**src/hdl/ntc_pkg.sv**
```systemverilog
// ----------------------------------------------------------------------------
// ntc_pkg
// Shared widths, codes, configuration types and the log2 mantissa table for
// the thermistor temperature pipeline.
// ----------------------------------------------------------------------------
package ntc_pkg;

    // field and fixed-point widths
    localparam int CODE_BITS      = 16;
    localparam int FRAC_BITS      = 16;
    localparam int LOG_TABLE_BITS = 8;
    localparam int TAB_SIZE       = 1 << LOG_TABLE_BITS;
    localparam int RES_W          = 20;
    localparam int BETA_W         = 14;
    localparam int T0_W           = 15;
    localparam int TEMP_W         = 15;
    localparam int CFG_W          = 20;
    localparam int IDX_W          = 3;

    // derived datapath widths
    localparam int PROD_W  = CODE_BITS + RES_W;
    localparam int EXP_W   = $clog2(PROD_W);
    localparam int LG_W    = EXP_W + FRAC_BITS;
    localparam int S_W     = LG_W + 3;
    localparam int K0_W    = 16;
    localparam int KB_W    = K0_W + BETA_W;
    localparam int KL_W    = K0_W + 1 + S_W;
    localparam int D_W     = KL_W + 2;
    localparam int QB      = 16;
    localparam int NUM_W   = D_W + QB + 2;
    localparam int LN2_W   = 30;

    // constants
    localparam logic [LN2_W-1:0] LN2_Q30 = 30'd744261118;
    localparam int KELVIN_CENTI = 27315;
    localparam int TEMP_LOW     = -5500;
    localparam int TEMP_HIGH    = 15000;

    // status codes
    localparam logic [1:0] ST_OK    = 2'd0;
    localparam logic [1:0] ST_OVER  = 2'd1;
    localparam logic [1:0] ST_ZERO  = 2'd2;
    localparam logic [1:0] ST_SHUNT = 2'd3;

    // register indexes
    localparam logic [IDX_W-1:0] REG_FULL_SCALE   = 3'd0;
    localparam logic [IDX_W-1:0] REG_SERIES_RES   = 3'd1;
    localparam logic [IDX_W-1:0] REG_SHUNT_RES    = 3'd2;
    localparam logic [IDX_W-1:0] REG_NOMINAL_RES  = 3'd3;
    localparam logic [IDX_W-1:0] REG_BETA_VALUE   = 3'd4;
    localparam logic [IDX_W-1:0] REG_NOMINAL_TEMP = 3'd5;

    // configuration as seen by the datapath
    typedef struct packed {
        logic [CODE_BITS-1:0] fs;
        logic [RES_W-1:0]     rs;
        logic [RES_W-1:0]     rsh;
        logic [RES_W-1:0]     r0;
        logic [BETA_W-1:0]    b;
        logic [K0_W-1:0]      k0;
    } cfg_t;

    // log stage output
    typedef struct packed {
        logic                  valid;
        logic [1:0]            status;
        logic signed [S_W-1:0] s;
    } logsum_t;

    // reciprocal stage output, divider input
    typedef struct packed {
        logic             valid;
        logic [1:0]       status;
        logic             hi;
        logic [NUM_W-1:0] numer;
        logic [NUM_W-1:0] dvs;
    } recip_t;

    // divider output
    typedef struct packed {
        logic          valid;
        logic [1:0]    status;
        logic          hi;
        logic [QB-1:0] q;
    } quot_t;

    typedef logic [FRAC_BITS-1:0] log_tab_t [TAB_SIZE];

    // log2(1 + k/2^LOG_TABLE_BITS) by repeated squaring in Q1.30
    function automatic log_tab_t build_log_tab();
        log_tab_t             t;
        logic [63:0]          y;
        logic [FRAC_BITS-1:0] r;
        for (int k = 0; k < TAB_SIZE; k++)
        begin
            y = 64'(TAB_SIZE + k) << (30 - LOG_TABLE_BITS);
            r = '0;
            for (int i = 1; i <= FRAC_BITS; i++)
            begin
                y = (y * y) >> 30;
                if (y >= 64'h8000_0000)
                begin
                    y = y >> 1;
                    r[FRAC_BITS-i] = 1'b1;
                end
            end
            t[k] = r;
        end
        return t;
    endfunction

    localparam log_tab_t LOG_TAB = build_log_tab();

    // position of the leading one, zero for zero
    function automatic logic [EXP_W-1:0] lead_pos(logic [PROD_W-1:0] x);
        logic [EXP_W-1:0] p;
        p = '0;
        for (int j = 0; j < PROD_W; j++)
        begin
            if (x[j])
                p = EXP_W'(j);
        end
        return p;
    endfunction

    // table index: the bits just below the leading one
    function automatic logic [LOG_TABLE_BITS-1:0] mant_idx(logic [PROD_W-1:0] x,
                                                           logic [EXP_W-1:0] e);
        logic [PROD_W+LOG_TABLE_BITS-1:0] w;
        w = {x, {LOG_TABLE_BITS{1'b0}}} >> e;
        return w[LOG_TABLE_BITS-1:0];
    endfunction

endpackage

```
**src/hdl/ntc_logsum.sv**
```systemverilog
// ----------------------------------------------------------------------------
// ntc_logsum
// Divider products, status, and the sum of base-2 logs (three stages).
// ----------------------------------------------------------------------------
module ntc_logsum
(
    input  logic                           clk,
    input  logic                           rst_n,
    input  logic                           en,
    input  logic                           in_valid,
    input  logic [ntc_pkg::CODE_BITS-1:0]  v,
    input  ntc_pkg::cfg_t                  cfg,
    output ntc_pkg::logsum_t               out
);

    localparam int PW = ntc_pkg::PROD_W;
    localparam int NOPS = 5;

    // stage 1
    logic                          valid1_reg;
    logic [ntc_pkg::CODE_BITS-1:0] v1_reg, den1_reg;
    logic [PW-1:0]                 num1_reg, prod1_reg;
    logic                          over1_reg, zero1_reg;

    // stage 2
    logic                          valid2_reg;
    logic [1:0]                    status2_reg;
    logic [ntc_pkg::EXP_W-1:0]     e2_reg [NOPS];
    logic [ntc_pkg::LOG_TABLE_BITS-1:0] k2_reg [NOPS];
    logic [PW-1:0]                 ops [NOPS];
    logic                          shunt_on;
    logic                          sh_bad;
    logic [1:0]                    status_next;

    // stage 3
    logic                          valid3_reg;
    logic [1:0]                    status3_reg;
    logic signed [ntc_pkg::S_W-1:0] s3_reg, s_next;
    logic [ntc_pkg::LG_W-1:0]      lg [NOPS];

    // stage 1: divider products
    always_ff @(posedge clk or negedge rst_n)
    begin
        if (!rst_n)
            valid1_reg <= 1'b0;
        else if (en)
            valid1_reg <= in_valid;
    end

    always_ff @(posedge clk)
    begin
        if (en)
        begin
            v1_reg    <= v;
            den1_reg  <= cfg.fs - v;
            num1_reg  <= PW'(v) * PW'(cfg.rs);
            prod1_reg <= PW'(cfg.rsh) * PW'(cfg.fs - v);
            over1_reg <= (v >= cfg.fs);
            zero1_reg <= (v == '0);
        end
    end

    // stage 2: status and log operand normalization
    assign shunt_on = (cfg.rsh != '0);
    assign sh_bad   = shunt_on && (num1_reg >= prod1_reg);

    always_comb
    begin
        priority if (over1_reg)
            status_next = ntc_pkg::ST_OVER;
        else if (zero1_reg)
            status_next = ntc_pkg::ST_ZERO;
        else if (sh_bad)
            status_next = ntc_pkg::ST_SHUNT;
        else
            status_next = ntc_pkg::ST_OK;
        ops[0] = PW'(v1_reg);
        ops[1] = PW'(cfg.rs);
        ops[2] = PW'(cfg.rsh);
        ops[3] = shunt_on ? (prod1_reg - num1_reg) : PW'(den1_reg);
        ops[4] = PW'(cfg.r0);
    end

    always_ff @(posedge clk or negedge rst_n)
    begin
        if (!rst_n)
            valid2_reg <= 1'b0;
        else if (en)
            valid2_reg <= valid1_reg;
    end

    always_ff @(posedge clk)
    begin
        if (en)
        begin
            status2_reg <= status_next;
            for (int i = 0; i < NOPS; i++)
            begin
                e2_reg[i] <= ntc_pkg::lead_pos(ops[i]);
                k2_reg[i] <= ntc_pkg::mant_idx(ops[i], ntc_pkg::lead_pos(ops[i]));
            end
        end
    end

    // stage 3: table lookup and log sum
    always_comb
    begin
        for (int i = 0; i < NOPS; i++)
            lg[i] = {e2_reg[i], ntc_pkg::LOG_TAB[k2_reg[i]]};
        s_next = ntc_pkg::S_W'(lg[0]) + ntc_pkg::S_W'(lg[1])
               - ntc_pkg::S_W'(lg[3]) - ntc_pkg::S_W'(lg[4]);
        if (shunt_on)
            s_next = s_next + ntc_pkg::S_W'(lg[2]);
    end

    always_ff @(posedge clk or negedge rst_n)
    begin
        if (!rst_n)
            valid3_reg <= 1'b0;
        else if (en)
            valid3_reg <= valid2_reg;
    end

    always_ff @(posedge clk)
    begin
        if (en)
        begin
            status3_reg <= status2_reg;
            s3_reg      <= s_next;
        end
    end

    assign out.valid  = valid3_reg;
    assign out.status = status3_reg;
    assign out.s      = s3_reg;

endmodule

```
**config.mk**
```make
export PLATFORM = sky130hd
export DESIGN_NAME = ntc_logsum
export DESIGN_NICKNAME = d
export VERILOG_FILES = /design/src/hdl/ntc_pkg.sv /design/src/hdl/ntc_logsum.sv
export SDC_FILE = /design/constraint.sdc
export NUM_CORES = 2
export LEC_CHECK = 0
export BUFFER_PORTS_ARGS = -buffer_cell sky130_fd_sc_hd__clkbuf_2
export CORE_ASPECT_RATIO = 1.4
export CORE_UTILIZATION = 33
export CTS_CLUSTER_SIZE = 40
export DETAILED_ROUTE_END_ITERATION = 12
export PLACE_DENSITY_LB_ADDON = 0.25
export SLEW_MARGIN = 20
export SYNTH_ARGS = -nofsm -noshare
export SYNTH_HDL_FRONTEND = slang
export SYNTH_SLANG_ARGS = --single-unit
export TNS_END_PERCENT = 30
```
**constraint.sdc**
```tcl
create_clock -name clk -period 17.95 [get_ports clk]
set_input_delay 1.795 -clock clk [delete_from_list [all_inputs] [get_ports clk]]
set_output_delay 1.795 -clock clk [all_outputs]
set_load 0.01 [all_outputs]
```
==> impl_metrics.tcl <==
set metrics [dict create \
    seq_area_frac_synth 0.101 \
    finalHoldViolations 0 \
    wl_per_cell_um 24.5 \
    grt_usage 0.264 \
    synth_top_area_frac 0.183 \
    postSynthAreaPerCell_um2 7.45 \
    routed_wl_mm 249 \
    endpoint_kind "register" \
    fin_crit_ns 11.87 \
    relSlewSlack 0.232 \
    setup_viol 0 \
    via_count 60805 \
    r2r-start "k2_reg[0][1]" \
    critical_path.most_common_cell "a21oi_1" \
    slew_viol_final 0 \
    crit_path_end "prod1_reg[35]" \
    cts-root-buf "clkbuf_16" \
    synth_nets 9191 \
    syn_inst 8048 \
    gp_congestion 1.02 \
    crit_arrival_ns 12.24 \
    grt_overflow 0 \
    grt_pass1_vias 60057 \
    cts_tree "done" \
    final.setup_skew_ns 0.0453 \
    synth_area_leaders "fa_1 (18%), edfxtp_1 (10%), ha_1 (9.8%), nand2_1 (6.2%), a21oi_1 (5.7%)" \
    drive_gt1_frac 0.0680 \
    postRouteAntennaNets 0 \
    antenna_cells 0 \
    critPathKind "in -> reg" \
    finalSetupTns_ns 0 \
    core-area_um2 180000 \
    drtPass1Iterations 8 \
    syn_to_final_growth_pct 5.74 \
    cp_slowest_cell "fa_1" \
    finish.utilization 0.352 \
    cts_setup_buffers 0 \
    status "complete, no violations" \
    grt_pass1_wl_mm 376 \
    initial_core_util 0.333 \
    dp_hpwl_mm 183 \
    clock_path_buffers 3 \
    max_stage_delay_ns 0.52 \
    post-route-period-util 0.661 \
    syn_area_um2 59900 \
    ys_seq_elements 203 \
    post_layout_nonfiller_instances 10154 \
    hold_path.class "reg -> reg" \
    dieArea_um2 183000 \
    r2r_cells 40 \
    clkTransAtPathRegs_ns 0.06 \
    synth-main-ff-cell "edfxtp_1" \
    synth_most_common_cell "nand2_1" \
    clk_latency_ns 0.63 \
    rows 184 \
    rsz0062_at_grt "false" \
    h-tree-depth 1 \
    io_buffers 123 \
    dieWidth_um 362 \
    antenna_found_initial 9 \
    post_synth_num_cell_types 102 \
    hold_depth 0 \
    synth_async_sr_flop_share 0.0148 \
    r2r_slack_ns 6.88 \
    yosysWarnings 0 \
    die_h_um 506 \
    drt_iter0_markers 6564 \
    max_freq_ghz 0.0843 \
    worst-path-max-fanout 21 \
    hold_buffers 0 \
    startpoint "v[2]" \
    fin_area_um2 63400 \
    worstPathRequired_ns 18.33 \
    numClockSinks 203 \
    synthTopCellsByCount "nand2_1 (997), inv_1 (815), a21oi_1 (681)" \
    worstMarginPinSlew_ns 1.14 \
    timing.rr.end "s3_reg[23]" \
    vias_per_cell 5.99 \
    cts_repair_resize_count 0 \
    place_area_um2 62500 \
    cts_buffers 27 \
    synth_edf_count 200 \
    drc 0 \
    grt_max_degree 169 \
    synth_top_area_cell "fa_1" \
    final_nets 8859 \
    design.portCount 154 \
    largest_register_ffs 40 \
    dp.cells 10105 \
    drv_cap 0 \
    startpoint_type "input port" \
]
metal layers:
| layer | part of all wire | up-vias | global-route usage |
|---|---|---|---|
| li1 | - | 27435 | - |
| met1 | 0.38 | 29905 | 0.311 |
| met2 | 0.49 | 2717 | 0.458 |
| met3 | 0.060 | 740 | 0.0273 |
| met4 | 0.074 | 8 | 0.166 |
| met5 | 0.00023 | - | 0 |
cell type report:
class	count	area, um^2
Multi-Input combinational cell	6375	48400
Inverter	830	3120
Clock buffer	28	679
Timing Repair Buffer	279	1850
Fill cell	19504	117000
Clock inverter	21	205
Sequential cell	203	6080
Tap cell	2418	3030
through the flow:
stage	setup slack, ns	hold slack, ns
final	6.08	0.421
after global placement	5.52	0.407
after CTS	6.13	0.422
after floorplan	7.58	0.400
after detailed placement	5.53	0.407
after global routing	5.43	0.442
layout by cell type, fill, tap and decap left out, types with 31 or more instances in the layout:
| cell type | instances |
|---|---|
| fa_1 | 549 |
| nand2b_1 | 73 |
| o211ai_1 | 91 |
| a311oi_1 | 55 |
| a21o_1 | 62 |
| ha_1 | 468 |
| nand2_1 | 997 |
| clkbuf_2 | 122 |
| o21bai_1 | 45 |
| a211oi_1 | 159 |
| a21oi_1 | 678 |
| o21ai_0 | 565 |
| inv_1 | 814 |
| nand4_1 | 31 |
| and3_1 | 48 |
| nor2b_1 | 71 |
| nand3_1 | 155 |
| nor3_1 | 203 |
| buf_4 | 152 |
| o311ai_0 | 61 |
| o22ai_1 | 62 |
| or2_2 | 48 |
| nor2_1 | 633 |
| and2_1 | 220 |
| mux2i_1 | 178 |
| a31oi_1 | 138 |
| xnor2_1 | 99 |
| o31ai_1 | 42 |
| or3_1 | 39 |
| mux4_2 | 51 |
| xor2_1 | 47 |
| mux2_2 | 38 |
| a221oi_1 | 34 |
| edfxtp_1 | 200 |
cell families after synthesis:
logic type | after synthesis | share of synthesized area
XOR/XNOR | 160 | 0.0235
AND/OR/NAND/NOR | 2592 | 0.196
flip-flops | 203 | 0.101
buffers and inverters | 1470 | 0.0929
multiplexers | 273 | 0.0573
AO/OA/AOI/OAI | 2330 | 0.247
adder cells (fa/ha/maj) | 1020 | 0.282
how the worst min path moves through the flow:
stage	startpoint	end	slack [ns]
floorplan	status2_reg[0]	status3_reg[0]	0.40
finish	status2_reg[1]	status3_reg[1]	0.42
global placement	status2_reg[1]	status3_reg[1]	0.41
global route	status2_reg[1]	status3_reg[1]	0.44
CTS	status2_reg[1]	status3_reg[1]	0.42
detailed placement	status2_reg[1]	status3_reg[1]	0.41
critical path, delay by kind of cell:
family	cells	cell delay [ns]
buffers and inverters	9	1.04
xor gates and xnor gates	2	0.25
AOI/OAI and AO/OA	20	4.61
adders and majority gates	8	3.45
and+or+nand+nor	4	1.06
Power is left out: the tool's default activity adds up to more than one toggle a clock period on the data nets, which glitch-free logic cannot reach.
