$ cat src/hdl/ntc_pkg.sv
// ----------------------------------------------------------------------------
// ntc_pkg
// Shared widths, codes, configuration types and the log2 mantissa table for
// the thermistor temperature pipeline.
// ----------------------------------------------------------------------------
package ntc_pkg;

    // field and fixed-point widths
    localparam int CODE_BITS      = 16;
    localparam int FRAC_BITS      = 16;
    localparam int LOG_TABLE_BITS = 8;
    localparam int TAB_SIZE       = 1 << LOG_TABLE_BITS;
    localparam int RES_W          = 20;
    localparam int BETA_W         = 14;
    localparam int T0_W           = 15;
    localparam int TEMP_W         = 15;
    localparam int CFG_W          = 20;
    localparam int IDX_W          = 3;

    // derived datapath widths
    localparam int PROD_W  = CODE_BITS + RES_W;
    localparam int EXP_W   = $clog2(PROD_W);
    localparam int LG_W    = EXP_W + FRAC_BITS;
    localparam int S_W     = LG_W + 3;
    localparam int K0_W    = 16;
    localparam int KB_W    = K0_W + BETA_W;
    localparam int KL_W    = K0_W + 1 + S_W;
    localparam int D_W     = KL_W + 2;
    localparam int QB      = 16;
    localparam int NUM_W   = D_W + QB + 2;
    localparam int LN2_W   = 30;

    // constants
    localparam logic [LN2_W-1:0] LN2_Q30 = 30'd744261118;
    localparam int KELVIN_CENTI = 27315;
    localparam int TEMP_LOW     = -5500;
    localparam int TEMP_HIGH    = 15000;

    // status codes
    localparam logic [1:0] ST_OK    = 2'd0;
    localparam logic [1:0] ST_OVER  = 2'd1;
    localparam logic [1:0] ST_ZERO  = 2'd2;
    localparam logic [1:0] ST_SHUNT = 2'd3;

    // register indexes
    localparam logic [IDX_W-1:0] REG_FULL_SCALE   = 3'd0;
    localparam logic [IDX_W-1:0] REG_SERIES_RES   = 3'd1;
    localparam logic [IDX_W-1:0] REG_SHUNT_RES    = 3'd2;
    localparam logic [IDX_W-1:0] REG_NOMINAL_RES  = 3'd3;
    localparam logic [IDX_W-1:0] REG_BETA_VALUE   = 3'd4;
    localparam logic [IDX_W-1:0] REG_NOMINAL_TEMP = 3'd5;

    // configuration as seen by the datapath
    typedef struct packed {
        logic [CODE_BITS-1:0] fs;
        logic [RES_W-1:0]     rs;
        logic [RES_W-1:0]     rsh;
        logic [RES_W-1:0]     r0;
        logic [BETA_W-1:0]    b;
        logic [K0_W-1:0]      k0;
    } cfg_t;

    // log stage output
    typedef struct packed {
        logic                  valid;
        logic [1:0]            status;
        logic signed [S_W-1:0] s;
    } logsum_t;

    // reciprocal stage output, divider input
    typedef struct packed {
        logic             valid;
        logic [1:0]       status;
        logic             hi;
        logic [NUM_W-1:0] numer;
        logic [NUM_W-1:0] dvs;
    } recip_t;

    // divider output
    typedef struct packed {
        logic          valid;
        logic [1:0]    status;
        logic          hi;
        logic [QB-1:0] q;
    } quot_t;

    typedef logic [FRAC_BITS-1:0] log_tab_t [TAB_SIZE];

    // log2(1 + k/2^LOG_TABLE_BITS) by repeated squaring in Q1.30
    function automatic log_tab_t build_log_tab();
        log_tab_t             t;
        logic [63:0]          y;
        logic [FRAC_BITS-1:0] r;
        for (int k = 0; k < TAB_SIZE; k++)
        begin
            y = 64'(TAB_SIZE + k) << (30 - LOG_TABLE_BITS);
            r = '0;
            for (int i = 1; i <= FRAC_BITS; i++)
            begin
                y = (y * y) >> 30;
                if (y >= 64'h8000_0000)
                begin
                    y = y >> 1;
                    r[FRAC_BITS-i] = 1'b1;
                end
            end
            t[k] = r;
        end
        return t;
    endfunction

    localparam log_tab_t LOG_TAB = build_log_tab();

    // position of the leading one, zero for zero
    function automatic logic [EXP_W-1:0] lead_pos(logic [PROD_W-1:0] x);
        logic [EXP_W-1:0] p;
        p = '0;
        for (int j = 0; j < PROD_W; j++)
        begin
            if (x[j])
                p = EXP_W'(j);
        end
        return p;
    endfunction

    // table index: the bits just below the leading one
    function automatic logic [LOG_TABLE_BITS-1:0] mant_idx(logic [PROD_W-1:0] x,
                                                           logic [EXP_W-1:0] e);
        logic [PROD_W+LOG_TABLE_BITS-1:0] w;
        w = {x, {LOG_TABLE_BITS{1'b0}}} >> e;
        return w[LOG_TABLE_BITS-1:0];
    endfunction

endpackage

$ cat src/hdl/ntc_recip.sv
// ----------------------------------------------------------------------------
// ntc_recip
// Natural log scaling and the Beta equation numerator and denominator
// (three stages).
// ----------------------------------------------------------------------------
module ntc_recip
(
    input  logic              clk,
    input  logic              rst_n,
    input  logic              en,
    input  ntc_pkg::logsum_t  in,
    input  ntc_pkg::cfg_t     cfg,
    output ntc_pkg::recip_t   out
);

    localparam int SW = ntc_pkg::S_W;
    localparam int NW = ntc_pkg::NUM_W;
    localparam int DW = ntc_pkg::D_W;

    // stage 4
    logic                    valid4_reg;
    logic [1:0]              status4_reg;
    logic signed [SW-1:0]    l4_reg;
    logic [ntc_pkg::KB_W-1:0] kb4_reg;
    logic [SW-1:0]           mag;
    logic [SW+ntc_pkg::LN2_W-1:0] mag_ln;
    logic [SW-1:0]           l_mag;

    // stage 5
    logic                    valid5_reg;
    logic [1:0]              status5_reg;
    logic signed [DW-1:0]    d5_reg;
    logic [NW-1:0]           n5_reg;
    logic signed [ntc_pkg::KL_W-1:0] kl;
    logic [DW-1:0]           b_term;

    // stage 6
    logic                    valid6_reg;
    logic [1:0]              status6_reg;
    logic                    hi6_reg;
    logic [NW-1:0]           numer6_reg, dvs6_reg;
    logic [NW-1:0]           numer, dvs;

    // stage 4: ln from log2, and k0*b
    always_comb
    begin
        mag    = in.s[SW-1] ? SW'(-in.s) : SW'(in.s);
        mag_ln = (SW + ntc_pkg::LN2_W)'(mag) * (SW + ntc_pkg::LN2_W)'(ntc_pkg::LN2_Q30);
        l_mag  = mag_ln[SW+ntc_pkg::LN2_W-1:ntc_pkg::LN2_W];
    end

    always_ff @(posedge clk or negedge rst_n)
    begin
        if (!rst_n)
            valid4_reg <= 1'b0;
        else if (en)
            valid4_reg <= in.valid;
    end

    always_ff @(posedge clk)
    begin
        if (en)
        begin
            status4_reg <= in.status;
            l4_reg      <= in.s[SW-1] ? -signed'(l_mag) : signed'(l_mag);
            kb4_reg     <= ntc_pkg::KB_W'(cfg.k0) * ntc_pkg::KB_W'(cfg.b);
        end
    end

    // stage 5: denominator 100*b*2^f + k0*l, numerator 100*k0*b*2^f
    always_comb
    begin
        kl     = ntc_pkg::KL_W'(signed'({1'b0, cfg.k0})) * ntc_pkg::KL_W'(l4_reg);
        b_term = (DW'(cfg.b) * DW'(100)) << ntc_pkg::FRAC_BITS;
    end

    always_ff @(posedge clk or negedge rst_n)
    begin
        if (!rst_n)
            valid5_reg <= 1'b0;
        else if (en)
            valid5_reg <= valid4_reg;
    end

    always_ff @(posedge clk)
    begin
        if (en)
        begin
            status5_reg <= status4_reg;
            d5_reg      <= signed'(b_term) + DW'(kl);
            n5_reg      <= (NW'(kb4_reg) * NW'(100)) << ntc_pkg::FRAC_BITS;
        end
    end

    // stage 6: rounding bias and quotient range check
    always_comb
    begin
        dvs   = NW'(unsigned'(d5_reg));
        numer = n5_reg + NW'(unsigned'(d5_reg[DW-1:1]));
    end

    always_ff @(posedge clk or negedge rst_n)
    begin
        if (!rst_n)
            valid6_reg <= 1'b0;
        else if (en)
            valid6_reg <= valid5_reg;
    end

    always_ff @(posedge clk)
    begin
        if (en)
        begin
            status6_reg <= status5_reg;
            hi6_reg     <= (d5_reg <= 0) || (numer >= (dvs << ntc_pkg::QB));
            numer6_reg  <= numer;
            dvs6_reg    <= dvs;
        end
    end

    assign out.valid  = valid6_reg;
    assign out.status = status6_reg;
    assign out.hi     = hi6_reg;
    assign out.numer  = numer6_reg;
    assign out.dvs    = dvs6_reg;

endmodule

$ cat config.mk
export PLATFORM = sky130hd
export DESIGN_NAME = ntc_recip
export DESIGN_NICKNAME = d
export VERILOG_FILES = /design/src/hdl/ntc_pkg.sv /design/src/hdl/ntc_recip.sv
export SDC_FILE = /design/constraint.sdc
export NUM_CORES = 2
export LEC_CHECK = 0
export BUFFER_PORTS_ARGS = -buffer_cell sky130_fd_sc_hd__buf_2
export CAP_MARGIN = 20
export CORE_ASPECT_RATIO = 0.5
export CORE_MARGIN = 2
export CORE_UTILIZATION = 55
export CTS_CLUSTER_SIZE = 12
export DETAILED_ROUTE_END_ITERATION = 7
export PLACE_DENSITY = 0.78
export SYNTH_ARGS = -nofsm -noshare
export SYNTH_HDL_FRONTEND = slang
export SYNTH_SLANG_ARGS = --single-unit
export TNS_END_PERCENT = 100
$ cat constraint.sdc
create_clock -name clk -period 7.6 [get_ports clk]
set_input_delay 0 -clock clk [delete_from_list [all_inputs] [get_ports clk]]
set_output_delay 0 -clock clk [all_outputs]
set_load 0.1 [all_outputs]
==> impl_metrics.py <==
metrics = {
    "setup_path": {
        "cp-end-kind": "flip-flop",
        "slowest_delay_ps": 570,
        "crit_top_cell": "fa_2",
        "required_ps": 7890,
        "critPathKind": "in -> reg",
        "path_max_fanout": 6,
        "start_kind": "input port",
        "r2r_cells": 23,
        "cp_slowest_cell": "fa_1",
        "crit_arrival_ps": 9200,
    },
    "detailed_routing": {
        "viasPerCell": 5.38,
        "drc_errors": 0,
        "num_vias": 36200,
        "drt_pass1_iterations": 7,
        "routed_wirelength_microns": 127000,
        "wire_per_inst_microns": 18.8,
        "drt_iter0_markers": 2449,
        "ant_nets": 0,
    },
    "job": {
        "drv_cap": 0,
    },
    "min_path": {
        "hold_class": "in -> reg",
        "whs_path_depth": 3,
    },
    "floorplan": {
        "die-area_sq_um": 92600,
        "initial_core_util_pct": 55.8,
        "core_sq_um": 88700,
        "pin_count": 265,
        "rows": 77,
        "die_width_microns": 428,
        "die_h_microns": 216,
    },
    "cells_and_area": {
        "multi_input_area_sq_um": 38000,
        "nets": 7259,
        "finish.utilization_pct": 63.0,
        "drive_gt1_share_pct": 13.8,
        "syn2layout_area_growth_pct": 13.0,
        "nFillCells": 6952,
        "regArea_sq_um": 6650,
        "stdcell_count": 6740,
    },
    "outcome": {
        "violations": "setup timing",
        "status": "finished with violations",
    },
    "cts": {
        "cts-htree-levels": 1,
        "cts_tree": "yes",
        "clock_latency_ps": 570,
        "numCtsBuffers": 25,
        "clockRootBuffer": "clkbuf_16",
        "cts.sinks": 222,
        "clk_pin_slew_worst_paths_ps": 60,
        "cts_buffer_depth": 3,
    },
    "sta": {
        "slew_headroom_pct": 30.4,
        "fmax_mhz": 112,
        "fin_skew_ps": 20.9,
        "rsz0062_at_grt": "true",
        "layout_min_cycle_time_ps": 8900,
        "finalCritPeriodShare_pct": 117,
        "setup_viol": 23,
        "worst_pin_slew_ps": 1040,
        "hold_viol": 0,
        "maxSlewViolCount": 0,
        "final.setup.worst_slack_ps": -1300,
    },
    "placed_design": {
        "dp.cells": 6671,
        "io_buffer_count": 162,
        "pre_cts_ws_ps": -2130,
        "dpl.hpwl_microns": 109000,
        "gp_congestion": 0.941,
    },
    "global_route": {
        "gr-total-overflow": 0,
        "grt_pass1_wl_microns": 205000,
        "grt_max_degree": 87,
        "track_usage_pct": 27.8,
        "antenna_found_initial": 1,
        "grt_pass1_vias": 39400,
    },
    "yosys": {
        "ys_seq_area_share_pct": 13.4,
        "synthDistinctLibCells": 80,
        "synthesis.area_sq_um": 49500,
        "ys.flop_type": "edfxtp_1",
        "syn_inst": 5071,
        "ys_warn_count": 0,
        "ys_ff_latch": 222,
        "syn_area_per_cell_sq_um": 9.76,
        "synthArstFlopShare_pct": 1.35,
        "synth-edff-count": 219,
    },
}
==> critical path, delay by kind of cell <==
kind	cells	cell delay (ps)
and+or+nand+nor	11	3170
buffers and inverters	4	390
AOI/OAI and AO/OA	6	1310
xor gates and xnor gates	2	450
adders and majority gates	8	3880
==> placed cells by master (no fill, tap or decap), drive strengths merged, types with 6 or more instances in the layout <==
cell         Yosys  routed
a2111oi          9       9
nor2b           23      23
nor3            37      37
nand2          438     438
nand4           32      32
o21ai           98      98
fa             888     888
nand2b          23      23
o21bai          25      25
a31o            11      11
xor2            60      60
or3             18      18
inv           1285    1286
dlygate4sd3      0       6
or2              6       6
a21o            89      89
o2111ai          6       6
nor2            90      90
nor4            26      26
clkbuf         126      36
or4              8       8
xnor2          141     141
a31oi           17      17
o21a            25      25
buf             51     585
a21boi           6       6
o31ai           16      16
nand3b           7       7
conb             1      26
o211ai          15      15
a211oi          14      14
a21oi          160     160
and3            22      22
nand3           29      29
ha             697     697
edfxtp         219     219
and2           284     284
==> cell type report <==
type	instances	area share, %
tap	1185	2.65
clock buffer	36	1.30
sequential	222	11.9
antenna	1	0.00447
timing repair buffer	591	7.42
multi-input combinational	3412	67.9
clock inverter	8	0.197
inverter	1285	8.65
==> stage by stage <==
| step | hold WS (ps) | TNS (ps) | area (sq um) |
|---|---|---|---|
| after CTS | 72.0 | -17050 | 55700 |
| final | 90.2 | -18590 | 55900 |
| after floorplan | -296 | -20480 | 49900 |
| after global routing | 110 | -27010 | 55900 |
| after detailed placement | -200 | -38740 | 54400 |
| after global placement | -207 | -34540 | 54400 |
==> per-layer routing <==
metal,up-vias,GRT usage (%),part of all wire [%]
li1,16600,-,-
met2,1169,49.6,49
met4,2,7.32,2.6
met1,18200,36.0,42
met3,224,3.67,6.1
met5,-,0,0.0055
==> repair_timing <==
| action | in CTS | in global routing |
|---|---|---|
| pin swaps | 18 | 21 |
| setup endpoints to repair | 25 | 29 |
| hold buffers | 6 | 0 |
| gates resized for setup | 51 | 49 |
| endpoints found under the hold margin | 82 | 0 |
| setup buffers | 13 | 10 |
==> cells in the mapped netlist, drive strengths merged (4+ instances only) <==
cell type,n,area [sq um]
and2,284,1780
inv,1285,4820
nor3,37,190
edfxtp,219,6580
or3,18,118
mux2,5,56.3
a21oi,160,801
nor2b,23,144
xnor2,141,1230
o2111ai,6,52.6
nand2b,23,144
a211o,4,35.0
a31oi,17,106
fa,888,17800
nand3,29,145
nor2,90,338
a21o,89,668
o41ai,5,51.3
a311oi,5,43.8
xor2,60,526
a311o,4,50.1
a2111oi,9,104
buf,51,379
o21a,25,188
ha,697,8720
o21bai,25,188
or4,8,60.1
nand4,32,200
o211ai,15,113
o31ai,16,125
nand3b,7,52.6
and3,22,138
clkbuf,126,473
a21boi,6,45.0
a31o,11,96.4
or2,6,37.5
nor4,26,169
o21ai,98,490
nor3b,4,30.0
a211oi,14,110
nand2,438,1640
==> worst paths after layout <==
check,start,end,slack [ps]
setup / recovery,in[4],l4_reg[19],-1300
hold / removal,cfg[16],kb4_reg[0],90
setup reg to reg,l4_reg[6],d5_reg[42],410
hold reg to reg,status4_reg[0],status5_reg[0],430
max in group asynchronous,rst_n,valid6_reg,7130
min in group asynchronous,rst_n,valid5_reg,320
==> kinds of logic after synthesis <==
group | share of synthesized area, %
adder cells (fa/ha/maj) | 53.5
buffers and inverters | 11.5
AND/OR/NAND/NOR | 10.7
AO/OA/AOI/OAI | 7.05
flip-flops | 13.4
XOR/XNOR | 3.60
multiplexers | 0.200
other | 0.00758
Power is left out: the tool's default activity adds up to more than one toggle a clock period on the data nets, which glitch-free logic cannot reach.
