**src/hdl/ntc_pkg.sv**
```systemverilog
// ----------------------------------------------------------------------------
// ntc_pkg
// Shared widths, codes, configuration types and the log2 mantissa table for
// the thermistor temperature pipeline.
// ----------------------------------------------------------------------------
package ntc_pkg;

    // field and fixed-point widths
    localparam int CODE_BITS      = 16;
    localparam int FRAC_BITS      = 16;
    localparam int LOG_TABLE_BITS = 8;
    localparam int TAB_SIZE       = 1 << LOG_TABLE_BITS;
    localparam int RES_W          = 20;
    localparam int BETA_W         = 14;
    localparam int T0_W           = 15;
    localparam int TEMP_W         = 15;
    localparam int CFG_W          = 20;
    localparam int IDX_W          = 3;

    // derived datapath widths
    localparam int PROD_W  = CODE_BITS + RES_W;
    localparam int EXP_W   = $clog2(PROD_W);
    localparam int LG_W    = EXP_W + FRAC_BITS;
    localparam int S_W     = LG_W + 3;
    localparam int K0_W    = 16;
    localparam int KB_W    = K0_W + BETA_W;
    localparam int KL_W    = K0_W + 1 + S_W;
    localparam int D_W     = KL_W + 2;
    localparam int QB      = 16;
    localparam int NUM_W   = D_W + QB + 2;
    localparam int LN2_W   = 30;

    // constants
    localparam logic [LN2_W-1:0] LN2_Q30 = 30'd744261118;
    localparam int KELVIN_CENTI = 27315;
    localparam int TEMP_LOW     = -5500;
    localparam int TEMP_HIGH    = 15000;

    // status codes
    localparam logic [1:0] ST_OK    = 2'd0;
    localparam logic [1:0] ST_OVER  = 2'd1;
    localparam logic [1:0] ST_ZERO  = 2'd2;
    localparam logic [1:0] ST_SHUNT = 2'd3;

    // register indexes
    localparam logic [IDX_W-1:0] REG_FULL_SCALE   = 3'd0;
    localparam logic [IDX_W-1:0] REG_SERIES_RES   = 3'd1;
    localparam logic [IDX_W-1:0] REG_SHUNT_RES    = 3'd2;
    localparam logic [IDX_W-1:0] REG_NOMINAL_RES  = 3'd3;
    localparam logic [IDX_W-1:0] REG_BETA_VALUE   = 3'd4;
    localparam logic [IDX_W-1:0] REG_NOMINAL_TEMP = 3'd5;

    // configuration as seen by the datapath
    typedef struct packed {
        logic [CODE_BITS-1:0] fs;
        logic [RES_W-1:0]     rs;
        logic [RES_W-1:0]     rsh;
        logic [RES_W-1:0]     r0;
        logic [BETA_W-1:0]    b;
        logic [K0_W-1:0]      k0;
    } cfg_t;

    // log stage output
    typedef struct packed {
        logic                  valid;
        logic [1:0]            status;
        logic signed [S_W-1:0] s;
    } logsum_t;

    // reciprocal stage output, divider input
    typedef struct packed {
        logic             valid;
        logic [1:0]       status;
        logic             hi;
        logic [NUM_W-1:0] numer;
        logic [NUM_W-1:0] dvs;
    } recip_t;

    // divider output
    typedef struct packed {
        logic          valid;
        logic [1:0]    status;
        logic          hi;
        logic [QB-1:0] q;
    } quot_t;

    typedef logic [FRAC_BITS-1:0] log_tab_t [TAB_SIZE];

    // log2(1 + k/2^LOG_TABLE_BITS) by repeated squaring in Q1.30
    function automatic log_tab_t build_log_tab();
        log_tab_t             t;
        logic [63:0]          y;
        logic [FRAC_BITS-1:0] r;
        for (int k = 0; k < TAB_SIZE; k++)
        begin
            y = 64'(TAB_SIZE + k) << (30 - LOG_TABLE_BITS);
            r = '0;
            for (int i = 1; i <= FRAC_BITS; i++)
            begin
                y = (y * y) >> 30;
                if (y >= 64'h8000_0000)
                begin
                    y = y >> 1;
                    r[FRAC_BITS-i] = 1'b1;
                end
            end
            t[k] = r;
        end
        return t;
    endfunction

    localparam log_tab_t LOG_TAB = build_log_tab();

    // position of the leading one, zero for zero
    function automatic logic [EXP_W-1:0] lead_pos(logic [PROD_W-1:0] x);
        logic [EXP_W-1:0] p;
        p = '0;
        for (int j = 0; j < PROD_W; j++)
        begin
            if (x[j])
                p = EXP_W'(j);
        end
        return p;
    endfunction

    // table index: the bits just below the leading one
    function automatic logic [LOG_TABLE_BITS-1:0] mant_idx(logic [PROD_W-1:0] x,
                                                           logic [EXP_W-1:0] e);
        logic [PROD_W+LOG_TABLE_BITS-1:0] w;
        w = {x, {LOG_TABLE_BITS{1'b0}}} >> e;
        return w[LOG_TABLE_BITS-1:0];
    endfunction

endpackage

```
**src/hdl/ntc_cfg.sv**
```systemverilog
// ----------------------------------------------------------------------------
// ntc_cfg
// Configuration register file; presents cleaned-up values to the datapath.
// ----------------------------------------------------------------------------
module ntc_cfg
(
    input  logic                        clk,
    input  logic                        rst_n,
    input  logic                        cfg_we,
    input  logic [ntc_pkg::IDX_W-1:0]   cfg_index,
    input  logic [ntc_pkg::CFG_W-1:0]   cfg_data,
    output ntc_pkg::cfg_t               cfg
);

    logic [15:0]                    full_scale_reg;
    logic [ntc_pkg::RES_W-1:0]      series_res_reg;
    logic [ntc_pkg::RES_W-1:0]      shunt_res_reg;
    logic [ntc_pkg::RES_W-1:0]      nominal_res_reg;
    logic [ntc_pkg::BETA_W-1:0]     beta_value_reg;
    logic [ntc_pkg::T0_W-1:0]       nominal_temp_reg;

    // register writes
    always_ff @(posedge clk or negedge rst_n)
    begin
        if (!rst_n)
        begin
            full_scale_reg   <= 16'd4095;
            series_res_reg   <= 20'd10000;
            shunt_res_reg    <= '0;
            nominal_res_reg  <= 20'd10000;
            beta_value_reg   <= 14'd3950;
            nominal_temp_reg <= 15'd2500;
        end
        else if (cfg_we)
        begin
            unique case (cfg_index)
                ntc_pkg::REG_FULL_SCALE:   full_scale_reg   <= cfg_data[15:0];
                ntc_pkg::REG_SERIES_RES:   series_res_reg   <= cfg_data;
                ntc_pkg::REG_SHUNT_RES:    shunt_res_reg    <= cfg_data;
                ntc_pkg::REG_NOMINAL_RES:  nominal_res_reg  <= cfg_data;
                ntc_pkg::REG_BETA_VALUE:   beta_value_reg   <= cfg_data[13:0];
                ntc_pkg::REG_NOMINAL_TEMP: nominal_temp_reg <= cfg_data[14:0];
                default: ;
            endcase
        end
    end

    // zero series and nominal resistances and zero beta count as one, t0 moved to centikelvin
    always_comb
    begin
        cfg.fs  = full_scale_reg[ntc_pkg::CODE_BITS-1:0];
        cfg.rs  = (series_res_reg == '0) ? ntc_pkg::RES_W'(1) : series_res_reg;
        cfg.rsh = shunt_res_reg;
        cfg.r0  = (nominal_res_reg == '0) ? ntc_pkg::RES_W'(1) : nominal_res_reg;
        cfg.b   = (beta_value_reg == '0) ? ntc_pkg::BETA_W'(1) : beta_value_reg;
        cfg.k0  = ntc_pkg::K0_W'(ntc_pkg::K0_W'(signed'(nominal_temp_reg))
                  + ntc_pkg::K0_W'(ntc_pkg::KELVIN_CENTI));
    end

endmodule

```
**config.mk**
```make
export PLATFORM = sky130hd
export DESIGN_NAME = ntc_cfg
export DESIGN_NICKNAME = d
export VERILOG_FILES = /design/src/hdl/ntc_pkg.sv /design/src/hdl/ntc_cfg.sv
export SDC_FILE = /design/constraint.sdc
export NUM_CORES = 1
export LEC_CHECK = 0
export BUFFER_PORTS_ARGS = -buffer_cell sky130_fd_sc_hd__buf_2
export CELL_PAD_IN_SITES_DETAIL_PLACEMENT = 0
export CELL_PAD_IN_SITES_GLOBAL_PLACEMENT = 1
export CORE_UTILIZATION = 44
export CTS_CLUSTER_DIAMETER = 50
export DETAILED_ROUTE_END_ITERATION = 7
export GPL_TIMING_DRIVEN = 1
export PLACE_DENSITY = 0.85
export REMOVE_ABC_BUFFERS = 1
export SLEW_MARGIN = 20
export SYNTH_ARGS = -nofsm -noshare
export SYNTH_HDL_FRONTEND = slang
export SYNTH_SLANG_ARGS = --single-unit
```
**constraint.sdc**
```tcl
create_clock -name clk -period 5.8 [get_ports clk]
set_input_delay 1.45 -clock clk [delete_from_list [all_inputs] [get_ports clk]]
set_output_delay 1.45 -clock clk [all_outputs]
set_load 0.02 [all_outputs]
```
==> results of run 1 <==
[Yosys cell counts, types with 2 or more instances]
| cell type | number | share of area, % |
|---|---|---|
| clkbuf_1 | 55 | 4.5 |
| dfstp_2 | 36 | 20 |
| mux2i_1 | 2 | 0.43 |
| o41ai_1 | 3 | 0.57 |
| nor2_1 | 12 | 0.97 |
| xnor2_1 | 6 | 1.1 |
| mux2_2 | 104 | 25 |
| nor3_1 | 4 | 0.43 |
| nand2_1 | 4 | 0.32 |
| inv_1 | 7 | 0.57 |
| nand4_1 | 2 | 0.27 |
| nor4_1 | 11 | 1.5 |
| dfrtp_1 | 69 | 37 |
| o21a_1 | 2 | 0.32 |
| nor4bb_1 | 2 | 0.43 |
| o21ai_0 | 3 | 0.32 |
| buf_2 | 6 | 0.65 |
| xor2_1 | 4 | 0.76 |
[layout make-up]
type,instances,area [sq um]
Sequential cell,105,2673
Clock buffer,11,151.4
Clock inverter,5,53.80
Multi-Input combinational cell,177,1734
Fill cell,936,4766
Tap cell,136,170.2
Inverter,7,26.28
Timing Repair Buffer,136,703.2
[critical path, stage by stage, from the launching register on]
cell and delay [ns]:
dfrtp_1 0.46, or4_4 0.57, o22ai_1 0.28, mux2i_1 0.25, xor2_1 0.15, buf_2 0.18
[layer usage]
metal,track usage (%),wire length [um],up-vias
met5,0,0,-
met3,4.554,455,13
met2,33.21,5284,77
met1,25.76,4633,1542
met4,7.143,163,0
li1,-,-,1364
[cell families after synthesis]
kind of cell,Yosys count
multiplexers,106
flip-flops,105
buffers and inverters,69
AND/OR/NAND/NOR,42
AO/OA/AOI/OAI,18
XOR/XNOR,10
adder cells (fa/ha/maj),1
[metrics by stage]
step                instances  power, mW  hold slack (ns)  utilization [%]  instance area (sq um)
floorplan                 289      1.556           0.4796                -                   4383
global placement          560      1.832           0.4843            51.42                   5285
detailed placement        560      1.858           0.4909            51.42                   5285
CTS                       576      2.329           0.5140            53.42                   5490
global route              577      2.431           0.5287            53.63                   5512
finish                    577      2.303           0.5073            53.63                   5512
[final timing paths]
kind,endpoint,slack (ns),depth (start not counted)
max in group asynchronous,shunt_res_reg[7]$_DFFE_PN0P_,3.54,2
worst min-delay path,shunt_res_reg[7]$_DFFE_PN0P_,0.51,1
worst max register to register,nominal_temp_reg[12]$_DFFE_PN0P_,4.91,1
worst max-delay path,cfg[13],2.09,5
min in group asynchronous,series_res_reg[3]$_DFFE_PN0P_,1.04,1
worst min register to register,shunt_res_reg[7]$_DFFE_PN0P_,0.51,1
[power by group]
part / internal (mW) / switching (mW)
sequential: 0.934 / 0.129
combinational: 0.317 / 0.457
clock: 0.222 / 0.244
total: 1.47 / 0.830
==> run summary, run 1 <==
Layout cells sized above 1: 68.03%
Area of the core: 10,280 sq um
Ant diodes: 0
Leakage: 2.522 nW
# hold bufs at CTS: 0
Fmax: 269.9 MHz
CTS tree: yes
Clock root buffer: clkbuf_8
RePlAce Congestion: 0.7860
Setup TNS: 0 ns
Synth Area in Adders: 0.2704%
Commonest non-fill, non-tap cell in the layout: buf_2
TritonCTS Buffers: 9
Seq/Total Area, Yosys: 57.76%
Hold Crit Start: shunt_res_reg[7]$_DFFE_PN0P_
Max Root-Sink Buffers: 2
Post-synthesis async set-or-reset flop share: 100.0%
Post-synth cell types: 37
Final Max Tran Viols: 0
Period minus WS final: 3.705 ns
Largest net degree at the start of global routing: 67
Worst Skew: 0 ns
DRC viols: 0
Synth Warn #: 0
Fin. Hold Viols: 0
IO buf count: 131
Initial core utilization: 45.02%
Place WS: 2.433 ns
Reg-to-reg startpoint: nominal_temp_reg[12]$_DFFE_PN0P_
Xor/xnor cell area share of the yosys netlist: 1.893%
Critical Path End Type: output pin
Antenna violations before repair: 0
WL per Instance: 18.26 um
Final WS setup: 2.095 ns
Final period util: 63.88%
Compound-Gate Fraction of Synth Area: 3.191%
Status: finished, final reports clean
Simple-gate portion of the synthesized area: 5.300%
Slew of the pin with the lowest slew margin: 0.8094 ns
EDFF count, synth: 0
Most frequent cells in the layout: buf_2 (130), mux2_2 (104), dfrtp_1 (69)
Syn Area/Cell: 13.18 sq um
Worst-path fanout max: 7
Clock sink total: 105
Power Dens Cells: 417.9 nW/um^2
Cts repair resizes: 0
Crit path launch type: flip-flop
Initial DRC count: 125
Post-DR vias/cell: 5.192
# rows: 37
Die height: 104.5 um
Worst slew margin: 46.04%
Main combinational cell family by area after synthesis: multiplexers
Critical Path Source: nominal_temp_reg[9]$_DFFE_PN0P_
Worst endpoint required time: 4.35 ns
Post CTS Setup Buffer Count: 0
First-pass GRT wire length: 16.64 mm
I/O pin total: 132
GRT Overall Usage: 20.05%
Final WL: 10.54 mm
H-tree levels: 3
Max Cap Violations: 0
Worst vdd ir: 233.0 uV
Mux cell area share after synthesis: 25.74%
Overflow after GRT: 0
Final setup viols: 0
Top FF cell, synth: dfrtp_1
Post-synthesis cell area: 4627 sq um
First-pass DRT Iterations: 6
Post-synthesis cell count: 351
Hpwl dp: 7.538 mm
Synthesized flop and latch total: 105
Clk Latency, worst-skew pair: 0.36 ns
Die W: 104.5 um
Routed vias: 2,996
Clock Pin Slew Worst Setup and Hold Paths: 0.08 ns
RSZ-0062 raised after global routing: no
Die area: 10,930 sq um
Vias in the first global route: 3,021
CP Class: flip-flop to output pin
CP Data Arrival Time: 2.26 ns
Min-delay worst type: flip-flop to flip-flop
Area grow syn2layout: 19.12%
Final nets: 463
Antenna Nets Post-Route: 0
No activity file was read; power rests on OpenSTA's default activity.
==> run 2: changes to the inputs <==
--- a/config.mk
+++ b/config.mk
@@ -8,11 +8,11 @@
 export BUFFER_PORTS_ARGS = -buffer_cell sky130_fd_sc_hd__buf_2
 export CELL_PAD_IN_SITES_DETAIL_PLACEMENT = 0
 export CELL_PAD_IN_SITES_GLOBAL_PLACEMENT = 1
-export CORE_UTILIZATION = 44
+export CORE_UTILIZATION = 37
 export CTS_CLUSTER_DIAMETER = 50
 export DETAILED_ROUTE_END_ITERATION = 7
 export GPL_TIMING_DRIVEN = 1
-export PLACE_DENSITY = 0.85
+export PLACE_DENSITY = 0.77
 export REMOVE_ABC_BUFFERS = 1
 export SLEW_MARGIN = 20
 export SYNTH_ARGS = -nofsm -noshare
==> constraint.sdc (replaced) <==
create_clock -name clk -period 3.33 [get_ports clk]
set_input_delay 0.8325 -clock clk [delete_from_list [all_inputs] [get_ports clk]]
set_output_delay 0.8325 -clock clk [all_outputs]
set_load 0.02 [all_outputs]
==> run summary, run 2 (synthesis results as in run 1) <==
Status: finished, final reports clean
Critical Path Source: nominal_temp_reg[9]$_DFFE_PN0P_
Post CTS Setup Buffer Count: 0
Worst slew margin: 55.40%
Leakage: 2.579 nW
Most frequent cells in the layout: buf_2 (130), mux2_2 (104), dfrtp_1 (69)
Routed vias: 3,022
Largest net degree at the start of global routing: 57
# hold bufs at CTS: 0
Worst-path fanout max: 7
Hpwl dp: 7.762 mm
Slew of the pin with the lowest slew margin: 0.6674 ns
Filler cells: 1,111
DRC viols: 0
Max Root-Sink Buffers: 2
Critical-path cell list: or4_4, o22ai_1, mux2i_1, xor2_1, buf_2
Hold Crit Start: shunt_res_reg[9]$_DFFE_PN0P_
Fin. Hold Viols: 0
Ant diodes: 0
Cts repair resizes: 0
Final nets: 464
Crit-path slowest cell: or4_4
Die height: 113.8 um
Worst vdd ir: 304.3 uV
Non-Filler Instances: 610
Crit path launch type: flip-flop
Final WL: 10.82 mm
Clk Latency, worst-skew pair: 0.35 ns
Power Dens Cells: 763.5 nW/um^2
First-pass DRT Iterations: 4
Final period util: 92.43%
Min-delay worst type: flip-flop to flip-flop
GRT Overall Usage: 17.75%
Max Cap Violations: 0
Fmax: 324.9 MHz
CP Class: flip-flop to output pin
Clock root buffer: clkbuf_16
Clock Power Share: 26.1%
Die area: 12,960 sq um
Reg power frac: 42.7%
# rows: 40
Combinational share of power: 31.2%
Vias in the first global route: 3,015
Final Max Tran Viols: 0
Final setup viols: 0
IO buf count: 131
Overflow after GRT: 0
Antenna violations before repair: 0
Area grow syn2layout: 22.77%
Clock Pin Slew Worst Setup and Hold Paths: 0.06 ns
Reg2Reg Setup Slack: 2.46 ns
WL per Instance: 17.74 um
First-pass GRT wire length: 17.00 mm
CP max stage delay: 0.57 ns
Final WS setup: 0.2521 ns
Critical Path End Type: output pin
Number of cells after detailed placement: 594
CP Data Arrival Time: 2.25 ns
Period minus WS final: 3.078 ns
CTS tree: yes
Worst hold margin: 0.5001 ns
Net load switching power: 1.467 mW
H-tree levels: 3
Setup TNS: 0 ns
Worst endpoint required time: 2.50 ns
RePlAce Congestion: 0.8469
Die W: 113.8 um
TritonCTS Buffers: 9
Switching share of power: 33.83%
Initial DRC count: 99
Antenna Nets Post-Route: 0
Worst Skew: 0 ns
Initial core utilization: 38.20%
Layout cells sized above 1: 67.87%
Place WS: 0.6125 ns
Internal power: 2.870 mW
Util after Layout: 46.90%
Post-DR vias/cell: 4.954
Commonest non-fill, non-tap cell in the layout: buf_2
Area of the core: 12,110 sq um
Clock sink total: 105
RSZ-0062 raised after global routing: no
I/O pin total: 132
Reg-to-reg startpoint: nominal_temp_reg[4]$_DFFE_PN0P_
run 2: final timing paths:
kind / end / depth (start not counted)
setup / recovery: cfg[13] / 5
hold / removal: shunt_res_reg[9]$_DFFE_PN0P_ / 1
setup reg to reg: nominal_temp_reg[4]$_DFFE_PN0P_ / 1
hold reg to reg: shunt_res_reg[9]$_DFFE_PN0P_ / 1
max in group asynchronous: full_scale_reg[11]$_DFFE_PN1P_ / 2
min in group asynchronous: full_scale_reg[15]$_DFFE_PN0P_ / 1
run 2: layer usage:
metal	GRT usage, %	vias up	part of all wire [%]
li1	-	1370	-
met1	22.68	1555	44
met2	28.66	82	48
met3	4.516	15	5.5
met4	7.619	0	2.0
met5	0	-	0
run 2: critical path, delay by kind of cell, from the launching register on:
family	cells	cell delay [ns]
AOI/OAI and AO/OA	1	0.27
xor gates and xnor gates	1	0.16
buffers and inverters	1	0.18
DFF	1	0.46
muxes	1	0.26
and+or+nand+nor	1	0.57
run 2: through the flow:
stage                     instance area, sq um  total power [mW]
after floorplan                           4383             2.711
after global placement                    5353             3.203
after detailed placement                  5353             3.242
after CTS                                 5680             4.393
after global routing                      5680             4.572
final                                     5680             4.337
run 2: area by class of cell:
| type | instances | area (sq um) | share of cell area, % |
|---|---|---|---|
| multi-input cells | 177 | 1728 | 30.42 |
| well taps | 168 | 210.2 | 3.700 |
| clock buffers | 15 | 297.8 | 5.242 |
| inverters | 7 | 26.28 | 0.4626 |
| clock inverters | 1 | 30.03 | 0.5286 |
| flip-flops and latches | 105 | 2673 | 47.05 |
| repair buffers | 137 | 715.7 | 12.60 |
run 2: power groups by stage:
stage                     sequential [mW]  clock (mW)  combinational, mW
after global placement               1.85           0               1.35
final                                1.85        1.13               1.35
after floorplan                      2.14           0              0.575
after detailed placement             1.87           0               1.37
after global routing                 1.89        1.22               1.45
after CTS                            1.85        1.17               1.37
==> run 3: changes to the inputs <==
--- a/config.mk
+++ b/config.mk
@@ -8,6 +8,7 @@
 export BUFFER_PORTS_ARGS = -buffer_cell sky130_fd_sc_hd__buf_2
 export CELL_PAD_IN_SITES_DETAIL_PLACEMENT = 0
 export CELL_PAD_IN_SITES_GLOBAL_PLACEMENT = 1
+export CORE_MARGIN = 2
 export CORE_UTILIZATION = 37
 export CTS_CLUSTER_DIAMETER = 50
 export DETAILED_ROUTE_END_ITERATION = 7
==> run summary, run 3 (synthesis results as in run 1) <==
Status: finished, final reports clean
Final period util: 91.02%
Final nets: 464
Critical-path cell list: or4_4, o22ai_1, mux2i_1, xor2_1, buf_2
Finished Cell Area: 5710 sq um
Fin. Hold Viols: 0
Initial DRC count: 92
Die height: 115.8 um
Vias in the first global route: 3,012
Antenna Nets Post-Route: 0
CTS tree: yes
Cts repair resizes: 0
Post-DR vias/cell: 4.890
Post CTS Setup Buffer Count: 0
Final Max Tran Viols: 0
Die area: 13,420 sq um
Most frequent cells in the layout: buf_2 (130), mux2_2 (104), dfrtp_1 (69)
Min-delay worst type: flip-flop to flip-flop
Clock Pin Slew Worst Setup and Hold Paths: 0.07 ns
Largest delay contributor family on the critical path: simple AND/OR/NAND/NOR gates
RePlAce Congestion: 0.7438
Antenna violations before repair: 0
Crit-path slowest cell: or4_4
Slew of the pin with the lowest slew margin: 0.7526 ns
Largest net degree at the start of global routing: 58
Overflow after GRT: 0
Max Cap Violations: 0
Die W: 115.8 um
Leakage: 2.587 nW
Final WL: 10.97 mm
Commonest non-fill, non-tap cell in the layout: buf_2
Area grow syn2layout: 23.42%
Max Root-Sink Buffers: 2
Clock root buffer: clkbuf_16
Setup TNS: 0 ns
WL per Instance: 17.98 um
Worst vdd ir: 374.4 uV
Area after DPL: 5365 sq um
First-pass GRT wire length: 17.19 mm
Crit path launch type: flip-flop
Power Dens Cells: 773.2 nW/um^2
Period minus WS final: 3.031 ns
Worst endpoint required time: 2.50 ns
CP bufs+invs: 1
IO buf count: 131
Hpwl dp: 8.008 mm
CP max stage delay: 0.57 ns
# rows: 40
Fmax: 329.9 MHz
CP Data Arrival Time: 2.20 ns
Final setup viols: 0
Initial core utilization: 38.20%
I/O pin total: 132
Layout cells sized above 1: 67.87%
DRC viols: 0
First-pass DRT Iterations: 6
Ant diodes: 0
Clk Latency, worst-skew pair: 0.35 ns
Routed vias: 2,983
GRT Overall Usage: 17.16%
TritonCTS Buffers: 9
Critical Path End Type: output pin
Worst Skew: 0 ns
Area of the core: 12,110 sq um
Worst slew margin: 49.83%
Clock sink total: 105
RSZ-0062 raised after global routing: no
Worst-path fanout max: 7
H-tree levels: 3
CP Class: flip-flop to output pin
# hold bufs at CTS: 0
[run 3: cell types whose count changed in the layout (fill, tap and decap cells not counted), sizes merged]
cell,previous run,this run
clkbuf,15,10
clkinv,0,3
bufinv,1,3
[run 3: where the power goes]
group | leakage (nW) | switching [mW] | internal, mW | total, mW
clock | 0.167 | 0.475 | 0.739 | 1.21
sequential | 1.21 | 0.219 | 1.63 | 1.85
combinational | 1.21 | 0.798 | 0.555 | 1.35
total | 2.59 | 1.49 | 2.92 | 4.42
[run 3: layout make-up]
class                      count  area, sq um
sequential                   105         2673
fill                        1138         6401
inverter                       7        26.28
clock buffer                  10        229.0
clock inverter                 6        116.4
tap                          168        210.2
multi-input combinational    177         1728
timing repair buffer         137        728.2
[run 3: metal layers]
metal	global-route usage [%]	share of wire, %	wire length (um)
met1	22.27	43	4756
met2	28.27	50	5506
met3	4.132	5.0	546
met4	5.952	1.5	160
met5	0	0	0
[run 3: path summary, 6_finish.rpt]
check / slack, ns / to / cells past startpoint / start
hold / removal: 0.51 / shunt_res_reg[13]$_DFFE_PN0P_ / 1 / shunt_res_reg[13]$_DFFE_PN0P_
setup reg to reg: 2.46 / nominal_temp_reg[4]$_DFFE_PN0P_ / 1 / nominal_temp_reg[4]$_DFFE_PN0P_
max in group asynchronous: 2.02 / beta_value_reg[9]$_DFFE_PN1P_ / 2 / rst_n
hold reg to reg: 0.51 / shunt_res_reg[13]$_DFFE_PN0P_ / 1 / shunt_res_reg[13]$_DFFE_PN0P_
setup / recovery: 0.30 / cfg[13] / 5 / nominal_temp_reg[9]$_DFFE_PN0P_
min in group asynchronous: 0.54 / shunt_res_reg[9]$_DFFE_PN0P_ / 1 / rst_n
[run 3: through the flow]
step	worst slack, ns	total power [mW]	std cells	util [%]	hold slack, ns
finish	0.2989	4.415	610	47.15	0.5060
global route	0.1385	4.648	610	47.15	0.5144
CTS	0.2667	4.470	610	47.15	0.5079
detailed placement	0.6517	3.246	594	44.30	0.4908
global placement	0.6562	3.209	594	44.30	0.4861
floorplan	-0.1138	2.711	289	-	0.4796
